===== config.mk =====
export PLATFORM = sky130hd
export DESIGN_NAME = running_mean_dc_offset_remover
export DESIGN_NICKNAME = d
export VERILOG_FILES = /design/src/hdl/rmdc_pkg.sv /design/src/hdl/rmdc_serdiv.sv /design/src/hdl/running_mean_dc_offset_remover.sv
export SDC_FILE = /design/constraint.sdc
export NUM_CORES = 1
export LEC_CHECK = 0
export ABC_CLOCK_PERIOD_IN_PS = 4300
export CORE_MARGIN = 5
export CORE_UTILIZATION = 45
export DETAILED_ROUTE_END_ITERATION = 10
export DONT_BUFFER_PORTS = 1
export PLACE_DENSITY = 0.59
export SYNTH_ARGS = -nofsm -noshare
export SYNTH_HDL_FRONTEND = slang
export SYNTH_SLANG_ARGS = --single-unit
export TNS_END_PERCENT = 50

===== constraint.sdc =====
create_clock -name clk_i -period 4.3 [get_ports clk_i]
set_clock_uncertainty 0.05 [all_clocks]
set_input_delay 0.43 -clock clk_i [delete_from_list [all_inputs] [get_ports clk_i]]
set_output_delay 0.43 -clock clk_i [all_outputs]
set_load 0.005 [all_outputs]

===== src/hdl/rmdc_pkg.sv =====
// rmdc_pkg: shared widths, register map and divider result type for the
// running-mean DC offset remover. No dependencies.
package rmdc_pkg;

  localparam int SAMPLE_BITS  = 24;
  localparam int COUNT_BITS   = 17;
  localparam int SUM_BITS     = SAMPLE_BITS + COUNT_BITS;
  localparam int DIV_CNT_BITS = $clog2(SUM_BITS);
  localparam int ADDR_BITS    = 3;
  localparam int DATA_BITS    = 32;

  localparam logic [COUNT_BITS-1:0] WINDOW_RESET = COUNT_BITS'(100000);

  // register index taken from paddr[2]
  localparam logic REG_FIXED_OFFSET = 1'b0;
  localparam logic REG_WINDOW_LIMIT = 1'b1;

  typedef struct packed {
    logic                          done;
    logic signed [SAMPLE_BITS-1:0] quot;
  } div_result_t;

endpackage


===== src/hdl/rmdc_serdiv.sv =====
// rmdc_serdiv: bit-serial restoring divider, signed sum over unsigned count,
// quotient truncated toward zero. Depends on rmdc_pkg.
module rmdc_serdiv import rmdc_pkg::*; (
  input  logic                       clk_i,
  input  logic                       rst_ni,
  input  logic                       start_i,
  input  logic signed [SUM_BITS-1:0] dividend_i,
  input  logic [COUNT_BITS-1:0]      divisor_i,   // held stable while dividing
  output div_result_t                result_o
);

  logic [SUM_BITS-1:0]     dvd_q;   // dividend bits out at top, quotient in at bottom
  logic [COUNT_BITS-1:0]   rem_q;
  logic [DIV_CNT_BITS-1:0] cnt_q;
  logic                    busy_q;
  logic                    neg_q;
  logic                    done_q;
  logic [SAMPLE_BITS-1:0]  quot_q;

  logic [COUNT_BITS:0]     trial;
  logic                    qbit;
  logic [COUNT_BITS-1:0]   rem_d;
  logic [SUM_BITS-1:0]     dvd_d;
  logic [SUM_BITS-1:0]     mag;

  assign mag   = dividend_i[SUM_BITS-1] ? SUM_BITS'(-dividend_i) : SUM_BITS'(dividend_i);
  assign trial = {rem_q, dvd_q[SUM_BITS-1]};
  assign qbit  = (trial >= {1'b0, divisor_i});
  assign rem_d = qbit ? COUNT_BITS'(trial - {1'b0, divisor_i}) : COUNT_BITS'(trial);
  assign dvd_d = {dvd_q[SUM_BITS-2:0], qbit};

  always_ff @(posedge clk_i or negedge rst_ni) begin
    if (!rst_ni) begin
      busy_q <= 1'b0;
      done_q <= 1'b0;
      cnt_q  <= '0;
    end else begin
      done_q <= 1'b0;
      if (start_i) begin
        busy_q <= 1'b1;
        cnt_q  <= DIV_CNT_BITS'(SUM_BITS - 1);
      end else if (busy_q) begin
        cnt_q <= cnt_q - 1'b1;
        if (cnt_q == '0) begin
          busy_q <= 1'b0;
          done_q <= 1'b1;
        end
      end
    end
  end

  always_ff @(posedge clk_i) begin
    if (start_i) begin
      dvd_q <= mag;
      rem_q <= '0;
      neg_q <= dividend_i[SUM_BITS-1];
    end else if (busy_q) begin
      dvd_q <= dvd_d;
      rem_q <= rem_d;
      if (cnt_q == '0) begin
        // magnitude fits the sample width, so truncation before negate is exact
        quot_q <= neg_q ? SAMPLE_BITS'(-dvd_d[SAMPLE_BITS-1:0]) : dvd_d[SAMPLE_BITS-1:0];
      end
    end
  end

  assign result_o.done = done_q;
  assign result_o.quot = quot_q;

endmodule


===== src/hdl/running_mean_dc_offset_remover.sv =====
// running_mean_dc_offset_remover: top level, register file, accumulator,
// control and output saturation. Depends on rmdc_pkg and rmdc_serdiv.
//
//  channel   dir  handshake             payload
//  input     in   in_valid_i/in_ready_o sample_i (24b signed Q1.23)
//  output    out  out_valid_o/out_ready_i corrected_o (24b signed Q1.23, sat.)
//  config    in   APB psel/penable      paddr/pwdata/prdata, pready tied high
//
// Steps per accumulating item, accept included, up to out_valid_o:
// accept, divider load, 41 divider steps (one quotient bit each), quotient
// handoff, output load. A window clear has only accept and output load.
// One item in flight; in_ready_o rises once the result is in the output register.
// A stalled output holds the finished item in DONE until the register frees.
// Reset: fixed_offset 0, window_limit 100000, sum, count and mean cleared.
module running_mean_dc_offset_remover import rmdc_pkg::*; (
  input  logic                          clk_i,
  input  logic                          rst_ni,
  // input stream
  input  logic                          in_valid_i,
  output logic                          in_ready_o,
  input  logic signed [SAMPLE_BITS-1:0] sample_i,
  // output stream
  output logic                          out_valid_o,
  input  logic                          out_ready_i,
  output logic signed [SAMPLE_BITS-1:0] corrected_o,
  // configuration port
  input  logic                          psel,
  input  logic                          penable,
  input  logic                          pwrite,
  input  logic [ADDR_BITS-1:0]          paddr,
  input  logic [DATA_BITS-1:0]          pwdata,
  output logic [DATA_BITS-1:0]          prdata,
  output logic                          pready
);

  typedef enum logic [1:0] {
    S_IDLE,
    S_LOAD,
    S_DIV,
    S_DONE
  } state_e;

  localparam logic signed [SAMPLE_BITS-1:0] SMAX = {1'b0, {(SAMPLE_BITS-1){1'b1}}};
  localparam logic signed [SAMPLE_BITS-1:0] SMIN = {1'b1, {(SAMPLE_BITS-1){1'b0}}};

  state_e state_q;

  // configuration registers
  logic signed [SAMPLE_BITS-1:0] offset_q;
  logic [COUNT_BITS-1:0]         limit_q;

  // running state
  logic signed [SUM_BITS-1:0]    sum_q;
  logic [COUNT_BITS-1:0]         count_q;
  logic signed [SAMPLE_BITS-1:0] mean_q;
  logic signed [SAMPLE_BITS-1:0] sample_q;

  // output register
  logic                          out_valid_q;
  logic                          out_valid_d;
  logic signed [SAMPLE_BITS-1:0] corrected_q;

  logic                          cfg_wr;
  logic                          in_xact;
  logic                          out_free;
  logic                          load_out;
  logic signed [SUM_BITS-1:0]    sum_d;
  logic signed [SAMPLE_BITS:0]   ext_sum;
  logic signed [SAMPLE_BITS-1:0] result;
  div_result_t                   div_res;

  assign pready = 1'b1;
  assign cfg_wr = psel & penable & pwrite & pready;

  // register index is paddr[2]; every address maps to one of the two registers
  always_comb begin
    unique case (paddr[2])
      REG_FIXED_OFFSET: prdata = DATA_BITS'(offset_q);   // sign-extended
      REG_WINDOW_LIMIT: prdata = DATA_BITS'(limit_q);
      default:          prdata = '0;
    endcase
  end

  always_ff @(posedge clk_i or negedge rst_ni) begin
    if (!rst_ni) begin
      offset_q <= '0;
      limit_q  <= WINDOW_RESET;
    end else if (cfg_wr) begin
      unique case (paddr[2])
        REG_FIXED_OFFSET: offset_q <= pwdata[SAMPLE_BITS-1:0];
        REG_WINDOW_LIMIT: limit_q  <= pwdata[COUNT_BITS-1:0];
        default:          ;
      endcase
    end
  end

  assign in_ready_o  = (state_q == S_IDLE);
  assign in_xact     = in_valid_i & in_ready_o;
  assign out_free    = ~out_valid_q | out_ready_i;
  assign load_out    = (state_q == S_DONE) & out_free;
  // a load wins over the drain of the previous transaction in the same cycle
  assign out_valid_d = load_out | (out_valid_q & ~out_ready_i);
  assign sum_d       = sum_q + {{COUNT_BITS{sample_i[SAMPLE_BITS-1]}}, sample_i};

  // fixed offset when programmed, else running-mean subtraction; one extra bit
  // catches overflow, which clamps to the nearest end of the range
  always_comb begin
    if (offset_q != '0) begin
      ext_sum = {sample_q[SAMPLE_BITS-1], sample_q} + {offset_q[SAMPLE_BITS-1], offset_q};
    end else begin
      ext_sum = {sample_q[SAMPLE_BITS-1], sample_q} - {mean_q[SAMPLE_BITS-1], mean_q};
    end
    if (ext_sum[SAMPLE_BITS] != ext_sum[SAMPLE_BITS-1]) begin
      result = ext_sum[SAMPLE_BITS] ? SMIN : SMAX;
    end else begin
      result = ext_sum[SAMPLE_BITS-1:0];
    end
  end

  rmdc_serdiv u_serdiv (
    .clk_i      (clk_i),
    .rst_ni     (rst_ni),
    .start_i    (state_q == S_LOAD),
    .dividend_i (sum_q),
    .divisor_i  (count_q),
    .result_o   (div_res)
  );

  always_ff @(posedge clk_i or negedge rst_ni) begin
    if (!rst_ni) begin
      state_q     <= S_IDLE;
      sum_q       <= '0;
      count_q     <= '0;
      mean_q      <= '0;
      out_valid_q <= 1'b0;
    end else begin
      out_valid_q <= out_valid_d;
      unique case (state_q)
        S_IDLE: begin
          if (in_xact) begin
            if (count_q < limit_q) begin
              sum_q   <= sum_d;
              count_q <= count_q + 1'b1;
              state_q <= S_LOAD;
            end else begin
              // window full: restart accumulation, mean holds
              sum_q   <= '0;
              count_q <= '0;
              state_q <= S_DONE;
            end
          end
        end
        S_LOAD: begin
          state_q <= S_DIV;
        end
        S_DIV: begin
          if (div_res.done) begin
            mean_q  <= div_res.quot;
            state_q <= S_DONE;
          end
        end
        S_DONE: begin
          if (out_free) begin
            state_q <= S_IDLE;
          end
        end
        default: state_q <= S_IDLE;
      endcase
    end
  end

  always_ff @(posedge clk_i) begin
    if (in_xact) begin
      sample_q <= sample_i;
    end
    if (load_out) begin
      corrected_q <= result;
    end
  end

  assign out_valid_o = out_valid_q;
  assign corrected_o = corrected_q;

endmodule


==> run summary <==
The flow ran to the end, and the final reports show no timing, DRC or antenna violations. The aggregate routed wire length came out at 47.7 mm. The number of nets in the layout came out at 2,060.

TritonCTS built the clock tree. The number of clock sinks seen by CTS is 265. Leaving out fill and tap cells, the most frequent cell in the layout is sky130_fd_sc_hd__nand2_1. STA puts the critical path data required time at 4.65 ns. Setup repair after global routing could not meet its margin everywhere. The routed wire length per instance came out at 19.7 um. The horizontal die dimension is 206 um. The worst hold path belongs to the class in -> reg. Measured on the finished design, the core utilization comes to 0.541. The overflow left after global routing came out at 0. The worst hold path begins at sample_i[0].

The total track usage came out at 0.223. Measured against the total synthesized area, the mux share comes to 0.0665. The post-route total power is 17.2 mW. The number of enable-type register cells in the synthesized netlist is 114. The net count after synthesis came out at 1,935. The clock slew seen by the registers of the worst setup and hold paths came out at 0.05 ns. CTS built an H-tree with a depth of 2. Clock tree synthesis selected as its root buffer the cell sky130_fd_sc_hd__clkbuf_16. The number of I/O pins came out at 125. The period utilization came out at 0.975. The setup path with the least slack is of type reg -> reg. The mean instance size in the synthesized netlist came out at 9.85 um^2. The fraction of final layout cells with drive strength greater than 1 is 0.183. The final weighted congestion in routability-driven placement came out at 0.896.

The worst voltage drop across the vdd grid is 0.343 mV. The floorplan row count is 71. STA classifies the critical path endpoint as a register.

The tool flagged a number of max-cap violations equal to 0. The cell area after placement came out at 0.0184 mm^2. The core area came out at 0.0378 mm^2. Entering global routing, the biggest net connects 135 pins. The final sum of negative setup slack is 0 ns.

The clock network latency to the later pin of the worst-skew pair came out at 0.54 ns. The max-slew violation count came out at 0. The worst reg2reg path startpoint is mean_q[6]$_DFFE_PN0P_. The complex-gate fraction of the synthesized area came to 0.181. The number of unique standard cell types used by synthesis is 94. The number of standard cells in the final layout excluding fillers is 2,421. The number of setup violations in the final report came out at 0. The DRC violation total after the first TritonRoute iteration came out at 964.

The count of input and output buffers is 0. Of the total synthesized cell area, the portion taken by full adders, half adders and majority gates is 0.0832. The data arrival time of the worst path is 4.54 ns.

The depth of the worst register-to-register path came out at 17. The number of endpoints with negative hold slack in the final report is 0. The clock passes through at most 3 buffers. The post-route worst hold slack came out at 0.112 ns. The area taken by flip-flops and latches is 0.00712 mm^2. The measured slew at the worst slew-check pin came out at 1.09 ns. Once placement completed, the tool counted placed cells totaling 2,299.

The number of instances in the synthesized netlist came out at 1,758. The clock period minus worst slack came out at 4.19 ns. Setup slack on the worst reg-to-reg path comes out at 0.11 ns. The filler cells instantiated in the layout total 3,379.

For this run, design rule violations remaining after detail routing come to 0. The count of cells along the worst hold path is 3. Once routing completed, OpenROAD measured the worst setup slack at 0.109 ns.

The sequential-to-total area share from yosys stat is 0.411. The post-placement setup slack came out at -0.381 ns. The area of the multi-input gates is 0.00983 mm^2. The worst max-slew margin expressed relative to the limit is 0.268. The number of warnings printed during yosys synthesis is 0.

After legalization and detailed placement, the total HPWL measured 34.9 mm. The die covers 0.0425 mm^2. In this run the cell area of the synthesized design comes to 0.0173 mm^2.

The proportion of synthesized flip-flops having asynchronous set or reset is 0.506. The via count of the first global-routing pass came out at 13,600. The capturing point of the worst reg2reg path is corrected_o[20]$_DFFE_PP_. The ratio of total power to cell area is 839 mW/mm^2.

The main combinational cell family by area after synthesis is compound AO/OA/AOI/OAI gates. The leakage power figure came out at 8.77 nW. The destination of the worst hold path is sum_q[0]$_DFFE_PN0P_. The maximum net fanout on the critical path came out at 14. The final standard cell area without fillers is 0.0205 mm^2.

The library cells used most frequently in the layout, excluding fill and tap cells, are sky130_fd_sc_hd__nand2_1, sky130_fd_sc_hd__dfrtp_1, sky130_fd_sc_hd__edfxtp_1. The initial cell density of the core is 0.458. Of the total synthesized cell area, the portion taken by AND, OR, NAND and NOR gates is 0.144.

In this run, synthesis produced a sequential element count of 265. The first global-routing pass estimated 75.3 mm of wire. The fraction of synthesized cell area in xor and xnor cells came out at 0.0764. The ratio of routed vias to standard cells came out at 5.66. Timing would allow up to 239 MHz. The most used flip-flop cell after synthesis is sky130_fd_sc_hd__dfrtp_1. The area growth from synthesis to layout is 18.3%. In this run, CTS created clock tree buffers numbering 34. The detailed-router iteration count before antenna repair is 5. STA classifies the critical path startpoint as a register. The detailed router placed 13,700 vias in this run. The die is 206 um tall. The count of nets left with antenna violations once routing finished came out at 0.

The initial antenna violation count is 0.
report_power, final:
part	leakage (nW)	switching [mW]	internal [mW]
combinational	5.27	5.04	4.29
sequential	2.91	0.927	3.84
clock	0.589	1.13	1.96
how the worst max path moves through the flow:
| stage | from | end | slack (ns) | cells past startpoint |
|---|---|---|---|---|
| finish | mean_q[6]$_DFFE_PN0P_ | corrected_o[20]$_DFFE_PP_ | 0.11 | 17 |
| global route | mean_q[6]$_DFFE_PN0P_ | corrected_o[17]$_DFFE_PP_ | -0.14 | 17 |
| CTS | mean_q[0]$_DFFE_PN0P_ | corrected_o[7]$_DFFE_PP_ | 0.0004 | 18 |
| detailed placement | mean_q[6]$_DFFE_PN0P_ | corrected_o[20]$_DFFE_PP_ | -0.38 | 17 |
| global placement | mean_q[6]$_DFFE_PN0P_ | corrected_o[20]$_DFFE_PP_ | -0.25 | 17 |
| floorplan | offset_q[14]$_DFFE_PN0P_ | corrected_o[0]$_DFFE_PP_ | 0.006 | 16 |
state kept, by name, summed over array words and instances, names as in the netlist, 2 cells and up:
name             flops
sum_q               41
u_serdiv.dvd_q      41
corrected_o         24
mean_q              24
offset_q            24
sample_q            24
u_serdiv.quot_q     24
count_q             17
limit_q             17
u_serdiv.rem_q      17
u_serdiv.cnt_q       6
state_q              2
routing by layer:
metal	up-vias	track usage	wire [um]
met2	308	0.376	22800
met5	-	0	0
met3	84	0.0380	2350
li1	6742	-	-
met1	6577	0.299	21600
met4	0	0.0592	1090
cells by family (layout without fill, tap and decap cells):
kind of cell	count (synthesis)	count (layout)
other	1	2
XOR/XNOR	151	151
flip-flops	265	265
multiplexers	102	102
AND/OR/NAND/NOR	504	504
AO/OA/AOI/OAI	469	469
buffers and inverters	152	303
adder cells (fa/ha/maj)	114	114
worst max-delay path, stage by stage (launching register included):
cell                       delay (ns)
sky130_fd_sc_hd__dfrtp_1         0.40
sky130_fd_sc_hd__nor4_4          0.31
sky130_fd_sc_hd__nand2b_1        0.13
sky130_fd_sc_hd__or3_4           0.40
sky130_fd_sc_hd__nor3_4          0.19
sky130_fd_sc_hd__xnor2_1         0.13
sky130_fd_sc_hd__a21o_1          0.19
sky130_fd_sc_hd__ha_4            0.23
sky130_fd_sc_hd__a21oi_4         0.17
sky130_fd_sc_hd__o21ai_2         0.08
sky130_fd_sc_hd__a221o_1         0.37
sky130_fd_sc_hd__o31ai_2         0.25
sky130_fd_sc_hd__o21ai_2         0.10
sky130_fd_sc_hd__buf_4           0.15
sky130_fd_sc_hd__a41o_4          0.28
sky130_fd_sc_hd__nor4_4          0.31
sky130_fd_sc_hd__buf_12          0.18
sky130_fd_sc_hd__o21a_1          0.13
what timing repair did:
| item | 4_1_cts | 5_1_grt |
|---|---|---|
| hold buffers | 50 | 0 |
| gates cloned | 0 | 1 |
| pin swaps | 5 | 14 |
| resized for setup | 17 | 36 |
| setup buffers | 1 | 7 |
| endpoints found under the hold margin | 199 | 0 |
| endpoints found under the setup margin | 24 | 24 |
area by class of cell:
type | instances | area share
multi-input combinational | 1341 | 0.480
sequential | 265 | 0.348
timing repair buffer | 164 | 0.0679
clock buffer | 47 | 0.0459
tap | 511 | 0.0312
inverter | 77 | 0.0141
clock inverter | 15 | 0.0132
antenna | 1 | 0.000122
cells in the mapped netlist, types with 5 or more instances:
cell type | instances | share of area
sky130_fd_sc_hd__dfxtp_1 | 17 | 0.020
sky130_fd_sc_hd__nand2b_1 | 13 | 0.0047
sky130_fd_sc_hd__nand2_1 | 150 | 0.033
sky130_fd_sc_hd__o21a_1 | 19 | 0.0082
sky130_fd_sc_hd__nand3_1 | 45 | 0.013
sky130_fd_sc_hd__nor2b_1 | 19 | 0.0069
sky130_fd_sc_hd__o31ai_1 | 38 | 0.016
sky130_fd_sc_hd__buf_2 | 5 | 0.0014
sky130_fd_sc_hd__buf_4 | 10 | 0.0043
sky130_fd_sc_hd__o21ai_0 | 96 | 0.028
sky130_fd_sc_hd__a211oi_1 | 16 | 0.0069
sky130_fd_sc_hd__xor2_1 | 63 | 0.032
sky130_fd_sc_hd__inv_1 | 77 | 0.017
sky130_fd_sc_hd__a211o_1 | 7 | 0.0035
sky130_fd_sc_hd__nand4_1 | 15 | 0.0054
sky130_fd_sc_hd__o21bai_1 | 6 | 0.0026
sky130_fd_sc_hd__or2_2 | 13 | 0.0047
sky130_fd_sc_hd__o211ai_1 | 10 | 0.0043
sky130_fd_sc_hd__o41ai_1 | 11 | 0.0056
sky130_fd_sc_hd__clkbuf_1 | 53 | 0.011
sky130_fd_sc_hd__dfstp_2 | 6 | 0.0091
sky130_fd_sc_hd__a21o_1 | 76 | 0.033
sky130_fd_sc_hd__or3_1 | 21 | 0.0076
sky130_fd_sc_hd__and4_1 | 5 | 0.0025
sky130_fd_sc_hd__nor3_1 | 28 | 0.0081
sky130_fd_sc_hd__nor4_1 | 16 | 0.0058
sky130_fd_sc_hd__and3_1 | 20 | 0.0072
sky130_fd_sc_hd__dfrtp_1 | 128 | 0.18
sky130_fd_sc_hd__nor2_1 | 116 | 0.025
sky130_fd_sc_hd__mux2_2 | 100 | 0.065
sky130_fd_sc_hd__a2111oi_0 | 5 | 0.0025
sky130_fd_sc_hd__or4_1 | 13 | 0.0056
sky130_fd_sc_hd__a31oi_1 | 10 | 0.0036
sky130_fd_sc_hd__edfxtp_1 | 114 | 0.20
sky130_fd_sc_hd__xnor2_1 | 88 | 0.045
sky130_fd_sc_hd__a311oi_1 | 16 | 0.0081
sky130_fd_sc_hd__a21oi_1 | 106 | 0.031
sky130_fd_sc_hd__and2_1 | 7 | 0.0025
sky130_fd_sc_hd__ha_1 | 108 | 0.078
(Power assumes the default switching activity.)
